--- config.mk ---
export PLATFORM = sky130hd
export DESIGN_NAME = scanline_gradient_fader
export DESIGN_NICKNAME = d
export VERILOG_FILES = /design/src/design/sgf_pkg.sv /design/src/design/sgf_ctrl.sv /design/src/design/sgf_dpath.sv /design/src/design/scanline_gradient_fader.sv
export SDC_FILE = /design/constraint.sdc
export NUM_CORES = 2
export LEC_CHECK = 0
export ABC_CLOCK_PERIOD_IN_PS = 7100
export BUFFER_PORTS_ARGS = -buffer_cell sky130_fd_sc_hd__buf_2
export CAP_MARGIN = 30
export CORE_ASPECT_RATIO = 2
export CORE_UTILIZATION = 40
export CTS_CLUSTER_DIAMETER = 100
export CTS_CLUSTER_SIZE = 14
export DETAILED_ROUTE_END_ITERATION = 12
export PLACE_DENSITY = 0.54
export SYNTH_ARGS = -nofsm -noshare
export SYNTH_HDL_FRONTEND = slang
export SYNTH_SLANG_ARGS = --single-unit
--- constraint.sdc ---
create_clock -name aclk -period 7.1 [get_ports aclk]
set_input_delay 0.355 -clock aclk [delete_from_list [all_inputs] [get_ports aclk]]
set_output_delay 0.355 -clock aclk [all_outputs]
set_load 0.1 [all_outputs]
--- src/design/sgf_pkg.sv ---
// ----------------------------------------------------------------------------
// Scanline gradient fader package
// Shared types, sizes and codes for the gradient fader block.
// ----------------------------------------------------------------------------
package sgf_pkg;

    localparam int LINE_COUNT    = 160;
    localparam int KEY_COUNT     = 11;
    localparam int SEG_COUNT     = KEY_COUNT - 1;
    localparam int NUM_TABLES    = 4;
    localparam int KEY_ENTRIES   = NUM_TABLES * KEY_COUNT;
    localparam int NUM_CH        = 3;
    localparam int SEGMENT_LINES = 16;
    localparam int SEG_SHIFT     = $clog2(SEGMENT_LINES);

    localparam int LINE_W     = $clog2(LINE_COUNT + 1);
    localparam int KEY_IDX_W  = $clog2(KEY_COUNT);
    localparam int KEY_ADDR_W = $clog2(KEY_ENTRIES);
    localparam int SEG_W      = (SEG_COUNT > 1) ? $clog2(SEG_COUNT) : 1;
    localparam int CH_W       = 2;
    localparam int FADE_W     = 9;
    localparam int ACC_W      = 16;
    localparam int DELTA_W    = 13;

    localparam logic [31:0] FADE_HOLD_LAST = 32'h0000_04AF;
    localparam logic [31:0] FADE_RAMP_LAST = 32'h0000_08AF;
    localparam logic [31:0] FADE_RAMP_BASE = 32'h0000_04B0;
    localparam logic [FADE_W-1:0] FADE_FULL = 9'h100;

    typedef enum logic [1:0] {
        REQ_KEY_WRITE   = 2'd0,
        REQ_FRAME_START = 2'd1,
        REQ_LINE_TICK   = 2'd2
    } req_t;

    typedef enum logic [1:0] {
        ST_IDLE,
        ST_READ,
        ST_MUL,
        ST_DIFF
    } state_t;

    typedef struct packed {
        logic [1:0] req_type;
        logic [1:0] key_table;
        logic [3:0] key_slot;
        logic [7:0] key_red;
        logic [7:0] key_green;
        logic [7:0] key_blue;
    } in_t;

    typedef struct packed {
        logic [14:0] line_colour;
        logic [7:0]  line_number;
        logic        last_line;
    } out_t;

    typedef struct packed {
        logic                 key_write;
        logic                 fade_load;
        logic                 line_step;
        logic                 key_read;
        logic                 blend_mul;
        logic                 blend_diff;
        logic [KEY_IDX_W-1:0] key_idx;
        logic [CH_W-1:0]      ch;
    } cmd_t;

    typedef struct packed {
        logic out_free;
        logic line_pending;
    } status_t;

endpackage

--- src/design/sgf_ctrl.sv ---
// ----------------------------------------------------------------------------
// Scanline gradient fader controller
// Decodes accepted words and sequences the per-key blend of a frame start.
// ----------------------------------------------------------------------------
module sgf_ctrl (
    input  logic             aclk,
    input  logic             aresetn,
    input  logic             s_valid,
    output logic             s_ready,
    input  logic [1:0]       req_type,
    input  sgf_pkg::status_t status,
    output sgf_pkg::cmd_t    cmd
);

    sgf_pkg::state_t                 state_reg, state_next;
    logic [sgf_pkg::KEY_IDX_W-1:0]   key_idx_reg, key_idx_next;
    logic [sgf_pkg::CH_W-1:0]        ch_reg, ch_next;
    logic                            accept;

    always_ff @(posedge aclk) begin
        if (!aresetn) begin
            state_reg   <= sgf_pkg::ST_IDLE;
            key_idx_reg <= '0;
            ch_reg      <= '0;
        end else begin
            state_reg   <= state_next;
            key_idx_reg <= key_idx_next;
            ch_reg      <= ch_next;
        end
    end

    always_comb begin
        state_next   = state_reg;
        key_idx_next = key_idx_reg;
        ch_next      = ch_reg;
        s_ready      = 1'b0;
        accept       = 1'b0;
        cmd          = '0;
        cmd.key_idx  = key_idx_reg;
        cmd.ch       = ch_reg;
        case (state_reg)
            sgf_pkg::ST_IDLE: begin
                s_ready = status.out_free;
                accept  = s_valid && status.out_free;
                if (accept) begin
                    if (req_type == sgf_pkg::REQ_KEY_WRITE) begin
                        cmd.key_write = 1'b1;
                    end else if (req_type == sgf_pkg::REQ_FRAME_START) begin
                        cmd.fade_load = 1'b1;
                        key_idx_next  = '0;
                        ch_next       = '0;
                        state_next    = sgf_pkg::ST_READ;
                    end else if (req_type == sgf_pkg::REQ_LINE_TICK) begin
                        cmd.line_step = status.line_pending;
                    end
                end
            end
            sgf_pkg::ST_READ: begin
                cmd.key_read = 1'b1;
                ch_next      = '0;
                state_next   = sgf_pkg::ST_MUL;
            end
            sgf_pkg::ST_MUL: begin
                cmd.blend_mul = 1'b1;
                state_next    = sgf_pkg::ST_DIFF;
            end
            sgf_pkg::ST_DIFF: begin
                cmd.blend_diff = 1'b1;
                if (ch_reg == sgf_pkg::CH_W'(sgf_pkg::NUM_CH - 1)) begin
                    if (key_idx_reg == sgf_pkg::KEY_IDX_W'(sgf_pkg::KEY_COUNT - 1)) begin
                        state_next = sgf_pkg::ST_IDLE;
                    end else begin
                        key_idx_next = key_idx_reg + 1'b1;
                        state_next   = sgf_pkg::ST_READ;
                    end
                end else begin
                    ch_next    = ch_reg + 1'b1;
                    state_next = sgf_pkg::ST_MUL;
                end
            end
            default: begin
                state_next = sgf_pkg::ST_IDLE;
            end
        endcase
    end

    a_ready_only_idle: assert property (@(posedge aclk) disable iff (!aresetn)
        s_ready |-> state_reg == sgf_pkg::ST_IDLE)
        else $error("ready raised outside idle");

    a_key_idx_range: assert property (@(posedge aclk) disable iff (!aresetn)
        key_idx_reg <= sgf_pkg::KEY_IDX_W'(sgf_pkg::KEY_COUNT - 1))
        else $error("key index beyond key table");

    a_frame_start_walks: assert property (@(posedge aclk) disable iff (!aresetn)
        cmd.fade_load |=> state_reg == sgf_pkg::ST_READ && key_idx_reg == '0)
        else $error("frame start did not begin the key walk");

endmodule

--- src/design/sgf_dpath.sv ---
// ----------------------------------------------------------------------------
// Scanline gradient fader datapath
// Key store, fade blend with a shared multiplier, deltas, accumulators and
// the output register.
// ----------------------------------------------------------------------------
module sgf_dpath (
    input  logic             aclk,
    input  logic             aresetn,
    input  logic             cfg_wr_en,
    input  logic             cfg_wr_data,
    input  sgf_pkg::in_t     in_data,
    input  sgf_pkg::cmd_t    cmd,
    output sgf_pkg::status_t status,
    output logic             m_valid,
    input  logic             m_ready,
    output sgf_pkg::out_t    m_data
);

    logic [23:0] key_mem [sgf_pkg::KEY_ENTRIES];
    logic [23:0] start_rd_reg, end_rd_reg;

    logic signed [sgf_pkg::DELTA_W-1:0] delta_reg [sgf_pkg::SEG_COUNT][sgf_pkg::NUM_CH];
    logic [sgf_pkg::ACC_W-1:0]          acc_reg  [sgf_pkg::NUM_CH];
    logic [sgf_pkg::ACC_W-1:0]          prev_reg [sgf_pkg::NUM_CH];
    logic [sgf_pkg::ACC_W-1:0]          blend_reg;

    logic                         alt_sky_reg;
    logic [31:0]                  frame_count_reg;
    logic [sgf_pkg::FADE_W-1:0]   fade_reg;
    logic [sgf_pkg::LINE_W-1:0]   line_counter_reg;
    logic                         out_valid_reg;
    sgf_pkg::out_t                out_reg;

    logic [sgf_pkg::KEY_ADDR_W-1:0] wr_addr, start_addr, end_addr;
    logic [1:0]                     start_tab;
    logic [7:0]                     chan_a, chan_b;
    logic signed [9:0]              fade_s;
    logic signed [8:0]              chan_diff;
    logic signed [18:0]             blend_sum;
    logic signed [16:0]             key_diff;
    logic signed [16:0]             key_diff_adj;
    logic [sgf_pkg::FADE_W-1:0]     fade_calc;
    logic [31:0]                    fade_ofs;
    logic [sgf_pkg::LINE_W-1:0]     seg_raw;
    logic [sgf_pkg::SEG_W-1:0]      seg;
    logic [sgf_pkg::SEG_W-1:0]      delta_wr_idx;
    logic                           slot_ok;

    assign slot_ok    = {1'b0, in_data.key_slot} < 5'(sgf_pkg::KEY_COUNT);
    assign wr_addr    = sgf_pkg::KEY_ADDR_W'(in_data.key_table * sgf_pkg::KEY_COUNT
                                             + in_data.key_slot);
    assign start_tab  = alt_sky_reg ? 2'd2 : 2'd0;
    assign start_addr = sgf_pkg::KEY_ADDR_W'(start_tab * sgf_pkg::KEY_COUNT + cmd.key_idx);
    assign end_addr   = sgf_pkg::KEY_ADDR_W'((start_tab + 2'd1) * sgf_pkg::KEY_COUNT
                                             + cmd.key_idx);

    always_ff @(posedge aclk) begin
        if (cmd.key_write && slot_ok) begin
            key_mem[wr_addr] <= {in_data.key_red, in_data.key_green, in_data.key_blue};
        end
        if (cmd.key_read) begin
            start_rd_reg <= key_mem[start_addr];
            end_rd_reg   <= key_mem[end_addr];
        end
    end

    always_comb begin
        case (cmd.ch)
            2'd0: begin
                chan_a = start_rd_reg[23:16];
                chan_b = end_rd_reg[23:16];
            end
            2'd1: begin
                chan_a = start_rd_reg[15:8];
                chan_b = end_rd_reg[15:8];
            end
            default: begin
                chan_a = start_rd_reg[7:0];
                chan_b = end_rd_reg[7:0];
            end
        endcase
    end

    assign fade_s    = $signed({1'b0, fade_reg});
    assign chan_diff = $signed({1'b0, chan_b}) - $signed({1'b0, chan_a});
    assign blend_sum = fade_s * chan_diff + $signed({3'b000, chan_a, 8'h00});

    assign key_diff     = $signed({1'b0, blend_reg}) - $signed({1'b0, prev_reg[cmd.ch]});
    assign key_diff_adj = key_diff[16] ? key_diff + 17'sd15 : key_diff;
    assign delta_wr_idx = sgf_pkg::SEG_W'(cmd.key_idx - 1'b1);

    assign fade_ofs  = (frame_count_reg - sgf_pkg::FADE_RAMP_BASE) >> 2;
    assign fade_calc = (frame_count_reg <= sgf_pkg::FADE_HOLD_LAST) ? '0 :
                       (frame_count_reg <= sgf_pkg::FADE_RAMP_LAST) ?
                       sgf_pkg::FADE_W'(fade_ofs) : sgf_pkg::FADE_FULL;

    always_comb begin
        seg_raw = line_counter_reg >> sgf_pkg::SEG_SHIFT;
        if (seg_raw > sgf_pkg::LINE_W'(sgf_pkg::SEG_COUNT - 1)) begin
            seg = sgf_pkg::SEG_W'(sgf_pkg::SEG_COUNT - 1);
        end else begin
            seg = sgf_pkg::SEG_W'(seg_raw);
        end
    end

    always_ff @(posedge aclk) begin
        if (cmd.blend_mul) begin
            blend_reg <= blend_sum[15:0];
        end
        if (cmd.blend_diff) begin
            prev_reg[cmd.ch] <= blend_reg;
            if (cmd.key_idx == '0) begin
                acc_reg[cmd.ch] <= blend_reg;
            end else begin
                delta_reg[delta_wr_idx][cmd.ch] <= sgf_pkg::DELTA_W'(key_diff_adj >>> 4);
            end
        end
        if (cmd.line_step) begin
            for (int c = 0; c < sgf_pkg::NUM_CH; c++) begin
                acc_reg[c] <= acc_reg[c] + sgf_pkg::ACC_W'(delta_reg[seg][c]);
            end
            out_reg.line_colour <= {acc_reg[2][15:11], acc_reg[1][15:11], acc_reg[0][15:11]};
            out_reg.line_number <= 8'(line_counter_reg);
            out_reg.last_line   <= line_counter_reg == sgf_pkg::LINE_W'(sgf_pkg::LINE_COUNT - 1);
        end
        if (cmd.fade_load) begin
            fade_reg <= fade_calc;
        end
    end

    always_ff @(posedge aclk) begin
        if (!aresetn) begin
            alt_sky_reg      <= 1'b0;
            frame_count_reg  <= '0;
            line_counter_reg <= sgf_pkg::LINE_W'(sgf_pkg::LINE_COUNT);
            out_valid_reg    <= 1'b0;
        end else begin
            if (cfg_wr_en) begin
                alt_sky_reg <= cfg_wr_data;
            end
            if (cmd.fade_load) begin
                frame_count_reg  <= frame_count_reg + 32'd1;
                line_counter_reg <= '0;
            end else if (cmd.line_step) begin
                line_counter_reg <= line_counter_reg + 1'b1;
            end
            if (cmd.line_step) begin
                out_valid_reg <= 1'b1;
            end else if (m_ready) begin
                out_valid_reg <= 1'b0;
            end
        end
    end

    assign status.out_free     = !out_valid_reg || m_ready;
    assign status.line_pending = line_counter_reg < sgf_pkg::LINE_W'(sgf_pkg::LINE_COUNT);
    assign m_valid             = out_valid_reg;
    assign m_data              = out_reg;

    a_line_counter_range: assert property (@(posedge aclk) disable iff (!aresetn)
        line_counter_reg <= sgf_pkg::LINE_W'(sgf_pkg::LINE_COUNT))
        else $error("line counter beyond frame");

    a_no_overwrite: assert property (@(posedge aclk) disable iff (!aresetn)
        cmd.line_step |-> !out_valid_reg || m_ready)
        else $error("line step would overwrite a pending word");

    a_step_gives_word: assert property (@(posedge aclk) disable iff (!aresetn)
        cmd.line_step |=> out_valid_reg && out_reg.line_number == 8'($past(line_counter_reg)))
        else $error("line step did not present its word");

endmodule

--- src/design/scanline_gradient_fader.sv ---
// ----------------------------------------------------------------------------
// Scanline gradient fader
// Blends a start/end pair of its four key colour tables by a frame-timed fade
// and emits one BGR555 colour word per scanline.
// ----------------------------------------------------------------------------
//   Channel   Ports                         Word
//   input     s_valid s_ready s_data        sgf_pkg::in_t
//   result    m_valid m_ready m_data        sgf_pkg::out_t
//   config    cfg_wr_en cfg_wr_data         alternate sky select
//
// Key writes and line ticks are carried out as they are accepted.
// A frame start is accepted, then walks each key (one key store read, then a
// multiply and a difference step for each of three channels) through the
// single shared blend multiplier.
// Every input word is held off while the previous colour word waits to be
// taken, and for the whole key walk of a frame start.
// Reset is synchronous; the key store is not cleared and needs no sweep.
// ----------------------------------------------------------------------------
module scanline_gradient_fader (
    input  logic          aclk,
    input  logic          aresetn,
    input  logic          cfg_wr_en,
    input  logic          cfg_wr_data,
    input  logic          s_valid,
    output logic          s_ready,
    input  sgf_pkg::in_t  s_data,
    output logic          m_valid,
    input  logic          m_ready,
    output sgf_pkg::out_t m_data
);

    sgf_pkg::cmd_t    cmd;
    sgf_pkg::status_t status;

    sgf_ctrl u_ctrl (
        .aclk     (aclk),
        .aresetn  (aresetn),
        .s_valid  (s_valid),
        .s_ready  (s_ready),
        .req_type (s_data.req_type),
        .status   (status),
        .cmd      (cmd)
    );

    sgf_dpath u_dpath (
        .aclk        (aclk),
        .aresetn     (aresetn),
        .cfg_wr_en   (cfg_wr_en),
        .cfg_wr_data (cfg_wr_data),
        .in_data     (s_data),
        .cmd         (cmd),
        .status      (status),
        .m_valid     (m_valid),
        .m_ready     (m_ready),
        .m_data      (m_data)
    );

endmodule
==> impl_metrics.yaml <==
die:
  rows: 230
  die_h_um: 632
  core_area_mm2: 0.197
  initial_core_util: 0.404
  die_w_um: 317
  die_area_mm2: 0.200
  num_io_pins: 64
yosys:
  synth_top_family_by_area: "multiplexers"
  synthMuxAreaShare: 0.214
  ys_top_cells_by_area: "edfxtp_1 62%, mux4_2 20%, ha_1 2.1%"
  ys_ff_latch: 1691
  ys_seq_area_frac: 0.633
  synth.top_cells.by_count: "1639 x edfxtp_1, 702 x mux4_2, 219 x nand2_1, 218 x nor2_1, 155 x clkbuf_1"
  yosysMostFrequentCell: "edfxtp_1"
  syn_nets: 4636
  synth_async_sr_flop_share: 0
  synth_compound_area_frac: 0.0376
  synth-simple-area-share: 0.0457
  synth_top_area_cell: "edfxtp_1"
  synth_warnings: 0
  synthAdderAreaFrac: 0.0375
  synth_top_area_frac: 0.620
  synthXorXnorAreaFrac: 0.0143
  ys.flop_type: "edfxtp_1"
  syn_inst: 4400
  ys_types: 86
  syn_area_mm2: 0.0794
  syn_avg_cell_area_um2: 18.0
  synth_enable_flop_cells: 1639
placed_design:
  globalplace.congestion: 0.850
  place_hpwl_um: 153000
  dp_cells: 6960
  io_buffer_count: 63
worst_setup_path:
  cpMostUsedCell: "fa_1"
  arrival_ps: 7350
  max_stage_delay_ps: 520
  slowest_stage: "fa_1"
  path_buf_inv: 5
  criticalPathCategory: "register to register"
  endpoint_kind: "register"
  worst_setup_path_start_kind: "register"
  path_max_fanout: 5
  crit_required_ps: 7630
  path_delay_family: "adder cells"
drt:
  drc: 0
  drt_iter0_markers: 3128
  wl_um: 227000
  vias: 42700
  firstDrtPassIters: 6
  postRouteAntennaNets: 0
  avgViaCountPerCell: 5.96
  wl_per_cell_um: 31.7
power_and_ir_drop:
  p_per_area_mw_per_mm2: 252
  vdd_drop_max_mv: 0.179
  power.leakage_uw: 0.0281
layout:
  final-instance-count-excl-fill: 7158
  layout-drive-gt1-share: 0.274
  area_growth_pct: 11.4
  largest_reg_flops: 1056
  layout.nets: 4798
global_route:
  track_usage: 0.228
  antenna_found_initial: 13
  grt_pass1_vias: 45500
  grt_overflow: 0
  grt_max_degree: 113
  grt_pass1_wl_um: 324000
sta:
  tightest_slew_ps: 1030
  maxSlewViolCount: 0
  worst_hold_slack_ps: 106
  skew_ps: 55.0
  rsz0062_at_grt: "yes"
  finalSetupViolCount: 0
  max_slew_margin: 0.313
  period_share: 0.960
  max_freq_mhz: 147
  period_minus_slack_ps: 6810
  finalHoldViolations: 0
job:
  drv_cap: 0
clock_tree:
  clk_latency_ps: 830
  cts-root-buf: "clkbuf_16"
  clock_sinks: 1691
  numCtsBuffers: 147
  cts_tree: "built"
  path_clk_slew_ps: 70
  cts-htree-levels: 4
  cts_buffer_depth: 4
outcome:
  status: "finished clean"
min_path:
  hold_class: "input pin to register"
layout make-up:
class / count / area, µm²
multi-input cells: 2346 / 28400
clock inverters: 4 / 45.0
well taps: 2552 / 3190
flip-flops and latches: 1691 / 50300
diodes: 5 / 12.5
repair buffers: 267 / 2170
inverters: 109 / 409
clock buffers: 184 / 3920
fillers: 16700 / 108000
where the power goes:
part	internal (µW)	switching, µW
sequential	11400	73.8
clock	3860	3560
combinational	1300	2040
metrics by stage:
| stage | util | instance area [µm²] | setup slack, ps | power (µW) | TNS, ps |
|---|---|---|---|---|---|
| after floorplan | - | 79400 | 22.0 | 13600 | 0 |
| after global placement | 0.428 | 84000 | -108 | 14900 | -108 |
| after detailed placement | 0.429 | 84300 | -125 | 15000 | -125 |
| after CTS | 0.449 | 88300 | 11.0 | 22500 | 0 |
| after global routing | 0.450 | 88400 | -93.2 | 23000 | -93.2 |
| final | 0.450 | 88400 | 286 | 22300 | 0 |
repair_timing:
action                                 in CTS  in global routing
gates resized for setup                    18                 11
setup endpoints to repair                   1                  2
setup buffers                               0                  2
pin swaps                                   9                  5
endpoints found under the hold margin       1                  0
hold buffers                                2                  0
cloned                                      0                  0
layout by cell type, fill, tap and decap left out, types with 11 or more instances in the layout:
cell type,instances
edfxtp_1,1639
a211oi_1,89
xor2_1,30
nor2_1,163
nand2_1,218
mux2i_1,114
and3_1,12
a31oi_1,51
a22o_1,11
nor2b_1,21
and2_1,119
a21oi_1,115
ha_1,127
clkbuf_1,32
buf_4,179
nor3_1,25
o21ai_0,58
dfxtp_1,48
buf_2,63
fa_1,60
nand2b_1,17
nand3_1,37
nand4_1,14
clkbuf_16,152
mux4_2,702
nor2_4,46
xnor2_1,81
a21o_1,27
inv_1,107
buf_12,16
final timing paths:
check	start	endpoint	slack [ps]	cells after the start
setup / recovery	u_ctrl.ch_reg[1]	u_dpath.blend_reg[15]	290	29
hold / removal	m_ready	u_dpath.m_valid	110	3
setup reg to reg	u_ctrl.ch_reg[1]	u_dpath.blend_reg[15]	290	29
hold reg to reg	u_dpath.acc_reg[2][13]	u_dpath.m_data[21]	450	0
cells by family (layout without fill, tap and decap cells):
| kind of cell | after synthesis | count (layout) |
|---|---|---|
| and+or+nand+nor | 753 | 753 |
| adders and majority gates | 199 | 199 |
| AOI/OAI and AO/OA | 450 | 450 |
| xor gates and xnor gates | 127 | 127 |
| buffers and inverters | 363 | 564 |
| muxes | 817 | 817 |
| other | 0 | 5 |
| DFF | 1691 | 1691 |
routing by layer:
layer,vias to the layer above,track usage,wire [µm]
met1,23100,0.230,74400
met4,4,0.115,13100
met2,1026,0.454,132000
met5,-,0,28
met3,420,0.0204,7040
li1,18200,-,-
worst register-to-register path: cells and delay by family, from the launching register on:
kind / cells / cell delay (ps)
XOR/XNOR: 3 / 330
buffers and inverters: 5 / 410
AO/OA/AOI/OAI: 6 / 1200
flip-flops: 1 / 350
AND/OR/NAND/NOR: 5 / 480
adder cells (fa/ha/maj): 10 / 3760
Note: power is estimated with default switching activity, not from simulation.
